==> src/apc_pkg.sv <==
package apc_pkg;

  // Depth and length bounds of the checker
  localparam int unsigned MaxDepth = 255;
  localparam int unsigned MaxLen   = 1024;
  localparam int unsigned DepthW   = 8;
  localparam int unsigned PosW     = 11;
  localparam int unsigned MaskW    = 5;

  // Character codes of interest
  localparam logic [7:0] ChSpace = 8'h20;
  localparam logic [7:0] ChZero  = 8'h30;
  localparam logic [7:0] ChOne   = 8'h31;
  localparam logic [7:0] ChNine  = 8'h39;
  localparam logic [7:0] ChPlus  = 8'h2B;
  localparam logic [7:0] ChMinus = 8'h2D;
  localparam logic [7:0] ChStar  = 8'h2A;
  localparam logic [7:0] ChSlash = 8'h2F;
  localparam logic [7:0] ChOpen  = 8'h28;
  localparam logic [7:0] ChClose = 8'h29;

  // Bits of the expected-class mask
  localparam int unsigned MaskBitZero  = 0;
  localparam int unsigned MaskBitDigit = 1;
  localparam int unsigned MaskBitOp    = 2;
  localparam int unsigned MaskBitOpen  = 3;
  localparam int unsigned MaskBitClose = 4;

  // Parser state, one-hot
  typedef enum logic [3:0] {
    StExpect = 4'b0001,
    StNumber = 4'b0010,
    StClosed = 4'b0100,
    StReject = 4'b1000
  } parse_state_e;

  // Character class
  typedef enum logic [2:0] {
    ClsZero  = 3'd0,
    ClsDigit = 3'd1,
    ClsOp    = 3'd2,
    ClsOpen  = 3'd3,
    ClsClose = 3'd4,
    ClsOther = 3'd5
  } char_cls_e;

  // Running state of one expression
  typedef struct packed {
    parse_state_e      parse;
    logic [DepthW-1:0] depth;
    logic              error_seen;
    logic [PosW-1:0]   error_pos;
    logic [MaskW-1:0]  error_mask;
    logic [PosW-1:0]   char_index;
    logic              overflow;
  } apc_state_t;

  // One result word
  typedef struct packed {
    logic             done_res;
    logic             accepted;
    logic [PosW-1:0]  error_pos;
    logic             error_after_end;
    logic [MaskW-1:0] expected_mask;
    logic             depth_overflow;
  } apc_res_t;

  localparam apc_state_t StateReset = '{
    parse:      StExpect,
    depth:      '0,
    error_seen: 1'b0,
    error_pos:  '0,
    error_mask: '0,
    char_index: '0,
    overflow:   1'b0
  };

  function automatic char_cls_e classify(logic [7:0] c);
    char_cls_e cls;
    cls = ClsOther;
    if (c == ChZero) begin
      cls = ClsZero;
    end else if (c >= ChOne && c <= ChNine) begin
      cls = ClsDigit;
    end else if (c == ChPlus || c == ChMinus || c == ChStar || c == ChSlash) begin
      cls = ClsOp;
    end else if (c == ChOpen) begin
      cls = ClsOpen;
    end else if (c == ChClose) begin
      cls = ClsClose;
    end
    return cls;
  endfunction

  function automatic logic [MaskW-1:0] allowed_mask(parse_state_e st, logic [DepthW-1:0] d);
    logic [MaskW-1:0] m;
    m = '0;
    unique case (st)
      StExpect: begin
        m[MaskBitDigit] = 1'b1;
        m[MaskBitOpen]  = (d < DepthW'(MaxDepth));
      end
      StNumber: begin
        m[MaskBitZero]  = 1'b1;
        m[MaskBitDigit] = 1'b1;
        m[MaskBitOp]    = 1'b1;
        m[MaskBitClose] = (d != '0);
      end
      StClosed: begin
        m[MaskBitOp]    = 1'b1;
        m[MaskBitClose] = (d != '0);
      end
      default: m = '0;
    endcase
    return m;
  endfunction

endpackage

==> src/apc_step.sv <==
module apc_step (
  input  apc_pkg::apc_state_t state_i,
  input  logic [7:0]          ch_i,
  input  logic                first_i,
  input  logic                last_i,
  output apc_pkg::apc_state_t state_o,
  output apc_pkg::apc_res_t   res_o
);

  apc_pkg::apc_state_t       cur;
  apc_pkg::apc_state_t       nxt;
  apc_pkg::char_cls_e        cls;
  logic [apc_pkg::MaskW-1:0] mask;
  logic                      ok;

  // Start from cleared state on the first character
  assign cur  = first_i ? apc_pkg::StateReset : state_i;
  assign cls  = apc_pkg::classify(ch_i);
  assign mask = apc_pkg::allowed_mask(cur.parse, cur.depth);

  // Look up whether the class is allowed here
  always_comb begin
    case (cls)
      apc_pkg::ClsZero:  ok = mask[apc_pkg::MaskBitZero];
      apc_pkg::ClsDigit: ok = mask[apc_pkg::MaskBitDigit];
      apc_pkg::ClsOp:    ok = mask[apc_pkg::MaskBitOp];
      apc_pkg::ClsOpen:  ok = mask[apc_pkg::MaskBitOpen];
      apc_pkg::ClsClose: ok = mask[apc_pkg::MaskBitClose];
      default:           ok = 1'b0;
    endcase
  end

  // Advance the parser; skip spaces
  always_comb begin
    nxt = cur;
    if (ch_i != apc_pkg::ChSpace) begin
      if (ok) begin
        case (cls)
          apc_pkg::ClsOpen: begin
            nxt.depth = cur.depth + 1'b1;
            nxt.parse = apc_pkg::StExpect;
          end
          apc_pkg::ClsClose: begin
            nxt.depth = cur.depth - 1'b1;
            nxt.parse = apc_pkg::StClosed;
          end
          apc_pkg::ClsOp:    nxt.parse = apc_pkg::StExpect;
          default:           nxt.parse = apc_pkg::StNumber;
        endcase
      end else begin
        // Keep only the first error
        if (!cur.error_seen) begin
          nxt.error_seen = 1'b1;
          nxt.error_pos  = cur.char_index;
          nxt.error_mask = mask;
          nxt.overflow   = (cur.parse == apc_pkg::StExpect) && (cls == apc_pkg::ClsOpen);
        end
        nxt.parse = apc_pkg::StReject;
      end
      if (cur.char_index < apc_pkg::PosW'(apc_pkg::MaxLen)) begin
        nxt.char_index = cur.char_index + 1'b1;
      end
    end
  end

  assign state_o = nxt;

  // Form the verdict on the last character
  always_comb begin
    res_o = '0;
    if (last_i) begin
      res_o.done_res = 1'b1;
      if (!nxt.error_seen && (nxt.parse == apc_pkg::StNumber ||
          nxt.parse == apc_pkg::StClosed) && nxt.depth == '0) begin
        res_o.accepted = 1'b1;
      end else if (nxt.error_seen) begin
        res_o.error_pos      = nxt.error_pos;
        res_o.expected_mask  = nxt.error_mask;
        res_o.depth_overflow = nxt.overflow;
      end else begin
        res_o.error_pos       = nxt.char_index;
        res_o.error_after_end = 1'b1;
        res_o.expected_mask   = apc_pkg::allowed_mask(nxt.parse, nxt.depth);
      end
    end
  end

endmodule

==> config.mk <==
export PLATFORM = sky130hd
export DESIGN_NAME = apc_step
export DESIGN_NICKNAME = d
export VERILOG_FILES = /design/src/apc_pkg.sv /design/src/apc_step.sv
export SDC_FILE = /design/constraint.sdc
export NUM_CORES = 1
export LEC_CHECK = 0
export ABC_AREA = 1
export BUFFER_PORTS_ARGS = -buffer_cell sky130_fd_sc_hd__buf_2
export CELL_PAD_IN_SITES_DETAIL_PLACEMENT = 1
export CELL_PAD_IN_SITES_GLOBAL_PLACEMENT = 2
export CORE_MARGIN = 8
export CORE_UTILIZATION = 20
export DETAILED_ROUTE_END_ITERATION = 12
export PLACE_DENSITY = 0.87
export SETUP_SLACK_MARGIN = 0.05
export SKIP_LAST_GASP = 1
export SYNTH_ARGS = -nofsm -noshare
export SYNTH_HDL_FRONTEND = slang
export SYNTH_SLANG_ARGS = --single-unit
==> constraint.sdc <==
create_clock -name vclk -period 3.8
set_clock_uncertainty 0.1 [all_clocks]
set_input_delay 0.38 -clock vclk [all_inputs]
set_output_delay 0.38 -clock vclk [all_outputs]
set_load 0.02 [all_outputs]
# After elaboration in Yosys (flattened, before gate mapping)
# Cells that the tools add are included.
[op_classes]
n_div = 0
multipliers = 0
n_eq_ne = 18
n_addsub = 3
shift = 0
order_cmp = 5
n_bitwise = 0
n_mux = 34
reduce_logical = 18
[op_table]
columns = ["operator", "n"]
rows = [
  ["2-to-1 mux 41 bit", 2],
  ["equality test 8 x 6 -> 1 bit (second input constant)", 7],
  ["2-to-1 mux 11 bit", 2],
  ["2-to-1 mux 20 bit", 1],
  ["2-to-1 mux 18 bit", 1],
  ["2-to-1 mux 17 bit", 1],
  ["< comparator 8 bit (second input constant)", 2],
  ["2-to-1 mux 1 bit", 16],
  ["2-to-1 mux 16 bit", 1],
  ["one-hot mux 8 bit (2 select lines)", 1],
  ["nonzero test 8 bit", 2],
  ["2-to-1 mux 3 bit", 4],
  ["adder 11 x 1 -> 11 bit (second input constant)", 1],
  ["< comparator 11 bit (second input constant)", 1],
  ["OR reduction 2 bit", 5],
  ["adder 8 x 1 -> 8 bit (second input constant)", 1],
  ["equality test 4 x 1 -> 1 bit (second input constant)", 2],
  ["equality test 4 x 2 -> 1 bit (second input constant)", 2],
  ["equality test 4 x 3 -> 1 bit (second input constant)", 2],
  ["greater-or-equal comparator 8 x 6 -> 1 bit (second input constant)", 1],
  ["<= comparator 8 x 6 -> 1 bit (second input constant)", 1],
  ["zero test 8 bit", 1],
  ["2-to-1 mux 8 bit", 1],
  ["inequality test 8 x 6 -> 1 bit (second input constant)", 1],
  ["12 further kinds", 19],
]
[totals]
ff_bits = 0
output_inout_bits = 61
mem_bits_rw = 0
n_memories = 0
latchBits = 0
mem_bits_ro = 0
input_bits = 51
wordCells = 78

# Depth between registers and ports, before layout
# Gate-level depths: netlist of run 1.
[logic_depth]
ltp_word = 18
ltp_mapped = 24
mapped_depth_nobuf = 23

# Worst setup path before layout of run 1
# OpenSTA, ideal clock, no wires.
[synth_timing]
path_kind = "input to output"
from = "input port ch_i[7]"
to = "output port res_o[18] in the netlist's numbering"
t_arrival_ps = 2999
slack_ps = 321
required_ps = 3320
stages = 20
path_buffers = 0
path_cell_list = "nor2_1 > nand2_1 > nor2_1 > ha_1 > nand2_1 > nand2_1 > inv_1 > o21ai_0 > and2_1 > o21ai_0 > nand2_1 > nand2_1 > nand2_1 > nand2_1 > nand2_1 > inv_1 > nand2_1 > nor2_1 > nand2_1 > nor3_1"
[synth_rtl]
columns = ["item", "line_no", "text"]
rows = [
  ["start, declared", "apc_step.sv:3", "input logic [7:0] ch_i,"],
  ["end, declared", "apc_step.sv:7", "output apc_pkg::apc_res_t res_o"],
]

==> results of run 1 <==
[logic make-up after synthesis]
group	after synthesis
and+or+nand+nor	292
buffers and inverters	92
AOI/OAI and AO/OA	56
xor gates and xnor gates	10
adders and majority gates	8
[power by group through the flow]
stage / clock network [mW] / logic (mW) / registers, mW
CTS: 0 / 0.307 / 0
finish: 0 / 0.314 / 0
floorplan: 0 / 0.188 / 0
global route: 0 / 0.346 / 0
global placement: 0 / 0.301 / 0
detailed placement: 0 / 0.305 / 0
[routing by layer]
layer  part of all wire [%]  vias up
li1                       -     1651
met5                      0        -
met4                   0.77        0
met2                     48       64
met1                     46     1482
met3                    4.4        4
[worst max-delay path: stages]
cell and delay (ns):
buf_2 0.13, inv_2 0.07, nor2_4 0.12, nand3_1 0.07, nor2_1 0.08, buf_4 0.16, ha_1 0.31, a21oi_2 0.23
nand4_1 0.13, nand3_1 0.11, o21ai_0 0.10, nand3_1 0.10, nand2_1 0.11, inv_1 0.09, nand2_1 0.06, nor2_2 0.11
nand2_2 0.08, nor2_4 0.17, clkbuf_16 0.18, nor2_1 0.04, buf_2 0.15
[stage by stage]
stage | total power [mW] | util, %
floorplan | 0.188 | -
global placement | 0.301 | 27.5
detailed placement | 0.305 | 27.5
CTS | 0.307 | 27.7
global route | 0.346 | 29.0
finish | 0.314 | 29.0
[cells in the final DEF (no fill, tap or decap), drive strengths merged]
cell and count:
o21bai 1, inv 80, xnor2 5, o21ai 33
nand4 11, nor2 81, a21oi 18, nor4 1
and2 1, o211ai 1, a31oi 1, ha 7
buf 124, xor2 5, nand2 157, o22ai 2
nand3 38, clkbuf 1, nor3 3, fa 1
[cell type report]
cell class / instances / share of cell area [%]
Tap cell: 136 / 5.68
Timing Repair Buffer: 125 / 23.0
Multi-Input combinational cell: 366 / 61.2
Inverter: 80 / 10.1
[how the worst min path moves through the flow]
stage / startpoint / endpoint / slack (ns) / cells past startpoint
2_1_floorplan: last_i / res_o[19] / 0.77 / 1
3_3_place_gp: last_i / res_o[19] / 0.97 / 2
3_5_place_dp: last_i / res_o[19] / 0.97 / 2
4_1_cts: last_i / res_o[19] / 0.97 / 2
5_1_grt: last_i / res_o[19] / 0.98 / 2
6_report: last_i / res_o[19] / 0.97 / 2
[timing repair]
action                     in CTS  in global routing
setup endpoints to repair      14                 18
cloned                          0                  1
gates resized for setup         0                 35
buffers inserted                1                  2
pin swaps                       1                  4
==> metrics.txt, run 1 <==
die height=119 µm; syn_area_per_cell=~4.6 µm²; CP arrival=~3.0 ns; Nets=632; fin cells=707; Syn Inst Count=458; CP Launch Type=primary input; CP endpoint=res_o[15]; placed cell count=703; worst endpoint required time=around 3.3 ns; max_slew headroom=64.3%; Final ANT Viol Nets=0; Synth Warn #=0; multiplexer share of the synthesized area=0%; maximum clock rate=288 MHz; Finished Cell Area=2990 µm²; Final Cycle Share=91.5%; Synth Net Count=between 500 and 600; post-synth cell types=31; Post-Syn Area=2120 µm²; GRT overflow=0; most numerous cell in the Yosys netlist=nand2_1; Post-Synth Simple-Gate Area=approximately three fifths; Final Hold Vio Count=0; Core ar.=10300 µm²; All-Layer GR Usage=13.9%; Final Setup Violations=0; PwrDens=105 nW/µm²; drt total wl=10300 µm; hpwl dp=~9100 µm; DRC Markers=0; I/O Buffers=112; xor/xnor share of the synthesized area=4.13%; vias in the first global route=about 3400; Die W=around 120 µm; layout cells sized above 1=28.7%; area fraction of the dominant cell type after synthesis=a little over a quarter; outcome=complete, no violations; first-pass GRT wire length=16900 µm; cell taking the most area after synthesis=nand2_1; die area=14200 µm²; CTS Hold Buffers Added=0; Final Critical Period=about 3.5 ns; DP Worst Slack=0.0205 ns; starting DRC count in detailed routing=146; via count=3201; Seq. cell area=0 µm²; wire per inst=14.6 µm; register area share after synthesis=0%; initial antenna violation count=0; met2 Track Usage GR=25.5%; Logic pwr share=100.0%; pin count of the biggest net entering global routing=21; Synth Area in Adders=just over 5%; PnR worst setup slack=roughly 0.32 ns; Static Leak=1.80 nW; Placer Congestion=between 0.8 and 0.9; CLK BUF=0; Initial Util=20.5%; worst min path class=primary input to output port; Final Max Slew Viols=0; Crit Path Class=primary input to output port; # rows=37; Clk pwr share=0%; fillcell total=between 1000 and 1500; sequential cell count=0; Post-synth top cells=nand2_1, inv_1, nor2_1, nand3_1, o21ai_0; switching part of the total power=between 60% and 70%; top post-synthesis cells by area=nand2_1, inv_1, nor2_1, nand3_1, o21ai_0; Antenna Cells=0; Max-cap violations=0; gr busiest metal=met2; met3 track demand over resource=about 1.7%; Switching Power=0.211 mW; 1st-pass router iterations=4; Ports=roughly 110; via density per instance=between 4 and 5; Synth Area in Compound Gates=approximately 14%; Cell Int Power=0.102 mW; Reg power frac=0%; Worst VDD drop=around 0.049 mV; CP Max Fanout=7; largest family of logic cells by synthesized area=simple AND/OR/NAND/NOR gates; WHS=0.974 ns; area delta synth->final=41.2%; Multi-input gate area=1830 µm²; unrepaired setup endpoints after global routing=false; CP Capture Type=output port; area post-placement=2840 µm²; CP Launch Point=ch_i[3]; met1 GRT Util=17.7%; worst slew pin tran=around 0.53 ns; setup TNS=0 ns
Note: power is estimated with default switching activity, not from simulation.
==> run 2, diff against run 1 <==
--- a/config.mk
+++ b/config.mk
@@ -13,6 +13,7 @@
 export CORE_UTILIZATION = 20
 export DETAILED_ROUTE_END_ITERATION = 12
 export PLACE_DENSITY = 0.87
+export RECOVER_POWER = 50
 export SETUP_SLACK_MARGIN = 0.05
 export SKIP_LAST_GASP = 1
 export SYNTH_ARGS = -nofsm -noshare
==> constraint.sdc (replaced) <==
create_clock -name vclk -period 3.8
set_clock_uncertainty 0.1 [all_clocks]
set_input_delay 0.76 -clock vclk [all_inputs]
set_output_delay 0.76 -clock vclk [all_outputs]
set_load 0.02 [all_outputs]
==> run 2 against run 1 <==
Against the previous run:
- the flow now finishes with violations (negative setup slack)
- global-route usage up 4.9 points
- non-clock buffer count up 128
- worst hold slack better by 0.79 ns
- final cell count up 19%
- clock-buffer cell count unchanged
- critical path depth up 5
- setup slack worse by 0.68 ns
- first-iteration DRC count up 5.5%
- wire length up 55%
- via count up 29%
- utilization up 17 points
- combinational power up 70%
==> metrics.txt, run 2 (synthesis results as in run 1) <==
outcome=complete, but fails checks (was complete, no violations); failing checks=negative setup slack; GRT overflow=0 (unchanged); I/O Buffers=112 (unchanged); Static Leak=2.64 nW (was 1.80 nW); PwrDens=112 nW/µm² (was 105 nW/µm²); CP endpoint=res_o[14] (was res_o[15]); max_slew headroom=59.3% (was 64.3%); DRC Markers=0 (unchanged); initial antenna violation count=3 (was 0); unrepaired setup endpoints after global routing=true (was false); Crit Path Class=primary input to output port (unchanged); setup TNS=-5.78 ns (was 0 ns); CP arrival=3.30 ns (was 3.00 ns); Cell Int Power=0.238 mW (was 0.102 mW); worst slew pin tran=0.610 ns (was 0.535 ns); worst path bufs/invs=6 (unchanged); maximum clock rate=241 MHz (was 288 MHz); drt total wl=16000 µm (was 10300 µm); All-Layer GR Usage=18.8% (was 13.9%); 1st-pass router iterations=4 (unchanged); Core ar.=10300 µm² (unchanged); hold wc startpoint=last_i (unchanged); die height=119 µm (unchanged); worst min path class=primary input to output port (unchanged); Critical Path Stages=26 (was 21); pin count of the biggest net entering global routing=14 (was 21); PnR worst setup slack=-0.356 ns (was 0.324 ns); Final Hold Vio Count=0 (unchanged); switching part of the total power=55.5% (was 67.3%); Finished Cell Area=4790 µm² (was 2990 µm²); via count=4119 (was 3201); wire per inst=19.1 µm (was 14.6 µm); CP Launch Type=primary input (unchanged); Final Setup Violations=28 (was 0); Max-cap violations=0 (unchanged); fin cells=840 (was 707); area post-placement=3770 µm² (was 2840 µm²); # rows=37 (unchanged); sequential cell count=0 (unchanged); max incr delay on CP=0.22 ns (was 0.31 ns); Final Cycle Share=109% (was 91.5%); CP Launch Point=ch_i[2] (was ch_i[3]); layout cells sized above 1=54.0% (was 28.7%); CP most frequent cell=nand2_2 (was nand3_1); Final Max Slew Viols=0 (unchanged); vias in the first global route=4416 (was 3411); Logic pwr share=100.0% (about the same); CP Capture Type=output port (unchanged); Die W=119 µm (unchanged); Clk pwr share=0% (about the same); starting DRC count in detailed routing=154 (was 146); area delta synth->final=126% (was 41.2%); Final Util=46.4% (was 29.0%); commonest non-fill, non-tap cell in the layout=buf_4 (was nand2_1); CLK BUF=0 (unchanged); Placer Congestion=0.865 (was 0.830); placed cell count=799 (was 703); Seq. cell area=0 µm² (unchanged); Nets=761 (was 632); worst endpoint required time=2.94 ns (was 3.32 ns); die area=14200 µm² (unchanged); CP Max Fanout=7 (unchanged); Reg power frac=0% (about the same); hpwl dp=9910 µm (was 9090 µm); first-pass GRT wire length=22400 µm (was 16900 µm); most frequent cells in the layout=buf_4, nand2_1, buf_2, inv_1, nor2_1 (was nand2_1, buf_2, inv_1, nor2_1, nand3_1); Final ANT Viol Nets=0 (unchanged); Worst VDD drop=0.0647 mV (was 0.0490 mV); Switching Power=0.297 mW (was 0.211 mW); CP delay by family, top=simple AND/OR/NAND/NOR gates (unchanged); via density per instance=4.90 (was 4.53); Final Critical Period=4.16 ns (was 3.48 ns); Initial Util=20.5% (unchanged); Ports=112 (unchanged); Slowest-stage cell, CP=nor2_4 (was ha_1)
run 2: through the flow:
step | total power [mW] | hold slack (ns) | worst slack, ns
2_1_floorplan | 0.201 | 1.53 | -0.0323
3_3_place_gp | 0.384 | 1.73 | -0.365
3_5_place_dp | 0.393 | 1.74 | -0.441
4_1_cts | 0.462 | 1.74 | -0.326
5_1_grt | 0.565 | 1.78 | -0.527
6_report | 0.535 | 1.76 | -0.356
run 2: how the worst min path moves through the flow:
stage	endpoint	slack, ns	cells past startpoint
6_report	res_o[19]	1.76	2
5_1_grt	res_o[19]	1.78	2
4_1_cts	res_o[19]	1.74	2
3_5_place_dp	res_o[19]	1.74	2
3_3_place_gp	res_o[19]	1.73	2
2_1_floorplan	res_o[19]	1.53	1
run 2: per-layer routing:
metal  track usage, %  vias to the layer above  part of all wire [%]
met5                0                        -                     0
met4             7.27                        0                   4.7
met3             2.08                       49                   4.0
met2             35.3                      143                    52
met1             21.2                     2003                    39
li1                 -                     1924                     -
run 2: cell type report:
class,count,area [µm²]
timing repair inverter,1,8.76
multi-input combinational,366,2240
antenna,4,10.0
fill,1374,5540
inverter,80,325
tap,136,170
timing repair buffer,253,2030
run 2: power groups by stage:
stage	clock (mW)	sequential, mW	combinational, mW
global route	0.000000106	0	0.565
floorplan	0	0	0.201
CTS	0	0	0.462
finish	0.000000141	0	0.535
global placement	0	0	0.384
detailed placement	0	0	0.393
run 2: repair_timing:
action | in CTS | in global routing
pin swaps | 29 | 48
resized for setup | 99 | 116
setup buffers | 19 | 17
endpoints found under the setup margin | 37 | 39
cloned | 6 | 0
hold buffers | 0 | 0
hold endpoints to repair | 0 | 0
